### config.mk
export PLATFORM = sky130hd
export DESIGN_NAME = alle_fsm
export DESIGN_NICKNAME = d
export VERILOG_FILES = /design/src/alle_pkg.sv /design/src/alle_fsm.sv
export SDC_FILE = /design/constraint.sdc
export NUM_CORES = 1
export LEC_CHECK = 0
export BUFFER_PORTS_ARGS = -buffer_cell sky130_fd_sc_hd__buf_2
export CAP_MARGIN = 5
export CELL_PAD_IN_SITES_DETAIL_PLACEMENT = 1
export CELL_PAD_IN_SITES_GLOBAL_PLACEMENT = 1
export CORE_AREA = 4 4 41 43
export DETAILED_ROUTE_END_ITERATION = 10
export DIE_AREA = 0 0 45 47
export PLACE_DENSITY = 0.59
export REMOVE_ABC_BUFFERS = 1
export SLEW_MARGIN = 20
export SYNTH_ARGS = -nofsm -noshare
export SYNTH_HDL_FRONTEND = slang
export SYNTH_SLANG_ARGS = --single-unit
### constraint.sdc
create_clock -name clk -period 1.1 [get_ports clk]
set_input_delay 0.11 -clock clk [delete_from_list [all_inputs] [get_ports clk]]
set_output_delay 0.11 -clock clk [all_outputs]
set_load 0.05 [all_outputs]
### src/alle_pkg.sv
// types and codes of the array linked list engine
`default_nettype none

package alle_pkg;

  typedef struct packed {
    logic [2:0]         mode;
    logic [7:0]         slot_index;
    logic signed [31:0] element;
  } alle_in_t;

  typedef struct packed {
    logic [1:0]         status;
    logic [7:0]         affected_slot;
    logic [7:0]         next_link;
    logic [7:0]         prev_link;
    logic signed [31:0] data_value;
  } alle_out_t;

  typedef enum logic [1:0] {
    STATUS_OK    = 2'd0,
    STATUS_BAD   = 2'd1,
    STATUS_FULL  = 2'd2,
    STATUS_EMPTY = 2'd3
  } alle_status_t;

  typedef enum logic [2:0] {
    MODE_INS_AFTER = 3'd0,
    MODE_DELETE    = 3'd1,
    MODE_INS_HEAD  = 3'd2,
    MODE_INS_TAIL  = 3'd3,
    MODE_DEL_HEAD  = 3'd4,
    MODE_DEL_TAIL  = 3'd5,
    MODE_QUERY     = 3'd6
  } alle_mode_t;

  typedef enum logic [2:0] {
    S_CLEAR,
    S_IDLE,
    S_LOOKUP,
    S_CHECK,
    S_INS_FREE,
    S_INS_LINK,
    S_DEL_FREE
  } alle_state_t;

  typedef struct packed {
    logic clear_done;
    logic fail;
    logic is_ins;
    logic is_del;
  } alle_flags_t;

  typedef struct packed {
    logic busy;
    logic load;
    logic clear;
    logic check;
    logic ins_free;
    logic ins_link;
    logic del_free;
    logic emit;
  } alle_ctrl_t;

endpackage

`default_nettype wire

### src/alle_fsm.sv
// operation sequencer of the array linked list engine
`default_nettype none

module alle_fsm (
  input  logic                  clk,
  input  logic                  rst_n,
  input  logic                  start,
  input  alle_pkg::alle_flags_t flags,
  output alle_pkg::alle_ctrl_t  ctrl
);

  import alle_pkg::*;

  alle_state_t state_r;
  alle_state_t state_nxt;

  always_ff @(posedge clk) begin
    if (!rst_n) begin
      state_r <= S_CLEAR;
    end else begin
      state_r <= state_nxt;
    end
  end

  always_comb begin
    state_nxt = state_r;
    case (state_r)
      S_CLEAR: begin
        if (flags.clear_done) begin
          state_nxt = S_IDLE;
        end
      end
      S_IDLE: begin
        if (start) begin
          state_nxt = S_LOOKUP;
        end
      end
      S_LOOKUP: state_nxt = S_CHECK;
      S_CHECK: begin
        if (flags.fail) begin
          state_nxt = S_IDLE;
        end else if (flags.is_ins) begin
          state_nxt = S_INS_FREE;
        end else if (flags.is_del) begin
          state_nxt = S_DEL_FREE;
        end else begin
          state_nxt = S_IDLE;
        end
      end
      S_INS_FREE: state_nxt = S_INS_LINK;
      S_INS_LINK: state_nxt = S_IDLE;
      S_DEL_FREE: state_nxt = S_IDLE;
      default:    state_nxt = S_IDLE;
    endcase
  end

  always_comb begin
    ctrl = '0;
    case (state_r)
      S_CLEAR: begin
        ctrl.busy  = 1'b1;
        ctrl.clear = 1'b1;
      end
      S_IDLE: begin
        ctrl.load = start;
      end
      S_LOOKUP: begin
        ctrl.busy = 1'b1;
      end
      S_CHECK: begin
        ctrl.busy  = 1'b1;
        ctrl.check = 1'b1;
        ctrl.emit  = flags.fail || !(flags.is_ins || flags.is_del);
      end
      S_INS_FREE: begin
        ctrl.busy     = 1'b1;
        ctrl.ins_free = 1'b1;
      end
      S_INS_LINK: begin
        ctrl.busy     = 1'b1;
        ctrl.ins_link = 1'b1;
        ctrl.emit     = 1'b1;
      end
      S_DEL_FREE: begin
        ctrl.busy     = 1'b1;
        ctrl.del_free = 1'b1;
        ctrl.emit     = 1'b1;
      end
      default: begin
        ctrl = '0;
      end
    endcase
  end

endmodule

`default_nettype wire

==> flow_summary.toml, run 1 <==
[timing]
worst_slack_ps = -134
final-hold-violation-count = 0
finalSetupViolations = 8
rsz0062_at_grt = "true"
tightest_slew_ps = 229
final.min_clock_period_ps = 1230
fmax_ghz = 0.811
fin_skew_ps = 0.0435
slew_viol_final = 0
relSlewSlack_pct = 84.6
period_share_pct = 112

[worst_setup_path]
r2r-end = "state_r[0]"
cp.buffers_inverters = 1
cp-end-kind = "output pin"
critPathMaxFanout = 8
critPathArrivalTime_ps = 1120
reg2regPathDepth = 4
critPathTopFamily = "flip-flops"
critPathLaunchType = "flop"
crit_end = "ctrl[0]"
worstPathCellList = "xor2_1 > a22o_1 > buf_6"
slowest_delay_ps = 360
cp_num_cells = 3
critPathSlowestCell = "dfxtp_4"
crit_type = "reg -> out"
reg2reg_from = "state_r[2]"
r2r_setup_slack_ps = 60
crit_path_start = "state_r[0]"
critPathRequiredTime_ps = 990

[routing]
drc = 0
postRouteAntennaNets = 0
drt-wirelength-per-cell_um = 11.6
first_pass_iters = 3
routed_wl_um = 755
num_vias = 290
via_per_inst = 4.46
drtIter0Drc = 2

[power_and_ir_drop]
vdd_ir_drop_max_mv = 0.701
p_leak_nw = 0.244
power_density_nw_per_um2 = 1060

[placed_design]
hpwl_um = 548
gp_congestion = 0.682
dpl_cell_area_um2 = 370
placed_cells = 60
port_buffers = 14

[yosys]
synthCells = 26
yosysUniqueCellTypes = 20
synth-edff-count = 0
yosysWarnings = 0
synth_ff_type = "dfxtp_1"
postSynthAreaPerCell_um2 = 9.19
async_reset_ff_share_pct = 0
synth-seq-cells = 3
seq_area_frac_synth_pct = 25.1
synth_area_um2 = 239

[layout]
syn2layout_area_growth_pct = 113
final_nets = 58
largest_reg_flops = 3
layout_common_cells = "buf_6 (8), buf_2 (7), buf_4 (7)"
num_antenna_cells = 0
top_regs = "state_r (3)"
fin_area_um2 = 509
drive_gt1_share_pct = 72.0
regMostFlops = "state_r"
final_common_cell = "buf_6"
stdcell_count = 65

[job]
max_cap_violations = 0

[clocking]
cts_max_level = 1
clockBufferDepth = 2
postCtsHoldBufs = 0
clk_pin_slew_worst_paths_ps = 30
cts_buffers = 3
cts-root-buf = "clkbuf_4"
clock_sinks = 3
tritoncts = "built"
clock_latency_ps = 230

[global_routing]
overflow = 0
grt_pass1_wl_mm = 1.31
grt_pass1_vias = 334
antenna_found_initial = 0
grt.total_usage_pct = 8.99
grt_max_degree = 9

[die]
die_x_um = 45
die-area_um2 = 2120
die_height_um = 47
std_cell_rows = 13
start_util_pct = 18.4
coreArea_um2 = 1300
io-pin-count = 15

[worst_hold_path]
hold_path.class = "in -> reg"

[run_status]
violations = "setup timing"
outcome = "finished, violations left"
==> worst reg2reg max path: cells and delay by family (launching register included) <==
kind	cells	cell delay [ps]
buffers and inverters	1	140
DFF	1	340
and+or+nand+nor	3	440
==> report_power, final <==
group,total (mW),internal (mW),switching (mW)
Combinational,0.213,0.102,0.112
Clock,0.194,0.136,0.0581
Sequential,0.132,0.116,0.0166
Total,0.540,0.354,0.186
==> cell usage after synthesis, types with 2 or more instances <==
master   n  share of area [%]
and3b_1  2                7.3
buf_2    2                4.2
dfxtp_1  3                 25
inv_1    2                3.1
nor4b_2  2                 13
==> worst min-delay path by stage <==
stage	from	endpoint	slack, ps	cells past startpoint
detailed placement	rst_n	state_r[2]	350	2
finish	rst_n	state_r[2]	110	2
global route	rst_n	state_r[2]	130	2
floorplan	rst_n	state_r[2]	230	1
CTS	rst_n	state_r[2]	110	2
global placement	rst_n	state_r[2]	350	2
==> logic make-up after synthesis <==
family,share of synthesized area [%]
DFF,25.1
and+or+nand+nor,40.8
AOI/OAI and AO/OA,16.2
buffers and inverters,10.5
xor gates and xnor gates,7.33
==> per-stage QoR <==
| step | setup WS, ps | hold WS, ps | util (%) | total power [mW] | TNS, ps |
|---|---|---|---|---|---|
| after floorplan | -893 | 228 | - | 0.234 | -2570 |
| after global placement | -26.6 | 353 | 28.5 | 0.293 | -76.4 |
| after detailed placement | -57.6 | 345 | 28.5 | 0.295 | -147 |
| after CTS | -151 | 111 | 39.1 | 0.547 | -921 |
| after global routing | -208 | 126 | 39.1 | 0.575 | -1260 |
| final | -134 | 114 | 39.1 | 0.540 | -802 |
==> what timing repair did <==
item | in CTS | in global routing
resized for setup | 29 | 0
setup buffers | 1 | 0
pin swaps | 2 | 4
setup endpoints to repair | 10 | 10
gates cloned | 0 | 0
==> area by class of cell <==
type                    count  area (um2)
well taps                  15        18.8
flip-flops and latches      3        71.3
inverters                   2        7.51
multi-input cells          18         193
clock buffers               4        26.3
repair buffers             23         193
fillers                   158         792
==> metal layers <==
metal  wire [um]  GRT usage [%]  part of all wire, %  vias up
met5           0              0                    0        -
met3          39           2.30                  5.2        2
met2         390           15.5                   52       12
met1         306           9.28                   41      133
li1            -              -                    -      143
met4          20           7.02                  2.6        0
No activity file was read; power rests on OpenSTA's default activity.
==> run 2: changes to the inputs <==
==> constraint.sdc (replaced) <==
create_clock -name clk -period 1.3 [get_ports clk]
set_input_delay 0.13 -clock clk [delete_from_list [all_inputs] [get_ports clk]]
set_output_delay 0.13 -clock clk [all_outputs]
set_load 0.05 [all_outputs]
==> run 2 against run 1 <==
The flow now finishes without violations. Clock skew up 1.5 ps. Largest cell class unchanged. Register-to-register slack improved by 210 ps. Non-clock buffer count shrank 6. Via count is 6.6% lower. Critical endpoint unchanged.
==> flow_summary.toml, run 2 (synthesized netlist as in run 1, its figures left out) <==
[timing]
period_share_pct = 97.8
rsz0062_at_grt = "true"
tightest_slew_ps = 328
fmax_ghz = 0.787
setup-tns-final_ps = 0
hold_slack_ps = 129
fin_skew_ps = 1.55
slew_viol_final = 0
final-hold-violation-count = 0
worst_slack_ps = 28.6
relSlewSlack_pct = 78.0
final.min_clock_period_ps = 1270
finalSetupViolations = 0

[routing]
drt-wirelength-per-cell_um = 11.4
wl_met2_um = 316
routed.top_layer = "met4"
num_vias = 271
drtIter0Drc = 0
postRouteAntennaNets = 0
drc = 0
first_pass_iters = 1
dr_wl_met3_um = 57
routed_wl_um = 675
m1WireLength_um = 259
via_per_inst = 4.59

[layout]
drive_gt1_share_pct = 68.2
fin_area_um2 = 420
largest_reg_flops = 3
stdcell_count = 59
syn2layout_area_growth_pct = 75.9
top_regs = "state_r (3)"
num_antenna_cells = 0
layout_common_cells = "buf_2 (7), buf_4 (6), buf_6 (4)"
final_common_cell = "buf_2"
fillCellCount = 161
final_core_util_pct = 32.3
final_nets = 52
regMostFlops = "state_r"

[worst_setup_path]
reg2reg_from = "state_r[1]"
slowest_delay_ps = 360
worstPathCellList = "xor2_1 > a22o_1 > buf_6"
crit_type = "reg -> out"
critPathArrivalTime_ps = 1140
cp-end-kind = "output pin"
critPathSlowestCell = "dfxtp_4"
critPathMaxFanout = 7
critPathRequiredTime_ps = 1170
critPathLaunchType = "flop"
crit_path_start = "state_r[1]"

[power_and_ir_drop]
vdd_ir_drop_max_mv = 0.557
power_density_nw_per_um2 = 991
design_power_total_uw = 417
p_leak_nw = 0.200

[clocking]
postCtsHoldBufs = 0
clk_pin_slew_worst_paths_ps = 30
postCtsSetupBuffers = 0
tritoncts = "built"
clock_latency_ps = 230
cts-root-buf = "clkbuf_4"
cts_buffers = 3
cts_max_level = 1
clockBufferDepth = 2
clock_sinks = 3

[global_routing]
grt_pass1_vias = 289
grt.total_usage_pct = 8.44
grt_pass1_wl_mm = 1.15
overflow = 0
grt_max_degree = 9
antenna_found_initial = 0

[placed_design]
gp_congestion = 0.683
hpwl_um = 535
placed_cells = 55
dpl_cell_area_um2 = 333
port_buffers = 14
place_ws_ps = 93.7

[die]
die-area_um2 = 2120
start_util_pct = 18.4
die_x_um = 45
std_cell_rows = 13
coreArea_um2 = 1300
io-pin-count = 15
die_height_um = 47

[worst_hold_path]
hp-start = "rst_n"
hold_path.class = "in -> reg"

[run_status]
outcome = "finished, final reports clean"

[job]
max_cap_violations = 0
-- run 2: changes by cell type in the layout (fill, tap and decap cells not counted), sizes merged --
| cell | previous run | this run |
|---|---|---|
| buf | 23 | 17 |
-- run 2: final cells by class --
cell class                 instances  area [um2]  area share, %
sequential                         3        71.3           17.0
timing repair buffer              17         125           29.8
tap                               15        18.8           4.46
multi-input combinational         18         171           40.8
clock buffer                       4        26.3           6.25
inverter                           2        7.51           1.79
-- run 2: power breakdown --
part	switching, mW	internal [mW]
combinational	0.0816	0.0594
clock	0.0480	0.115
sequential	0.0147	0.0980
-- run 2: path summary, 6_finish.rpt --
kind                     end  slack [ps]  cells past startpoint
hold reg to reg   state_r[1]         460                      1
hold / removal    state_r[2]         130                      2
setup / recovery     ctrl[0]          30                      3
setup reg to reg  state_r[0]         270                      3
-- run 2: routing by layer --
layer  vias up  global-route usage [%]
met5         -                       0
li1        130                       -
met4         0                    12.3
met3         4                    3.07
met1       125                    7.01
met2        12                    13.3
-- run 2: repair_timing --
| item | in CTS | in global routing |
|---|---|---|
| gates resized for setup | 12 | 9 |
| endpoints found under the setup margin | 8 | 6 |
| pin swaps | 0 | 3 |
-- run 2: worst max-delay path: cells and delay by family, from the launching register on --
kind            cells  cell delay [ps]
buf+inv             1              150
compound gates      1              240
xor+xnor            1              160
flops               1              360
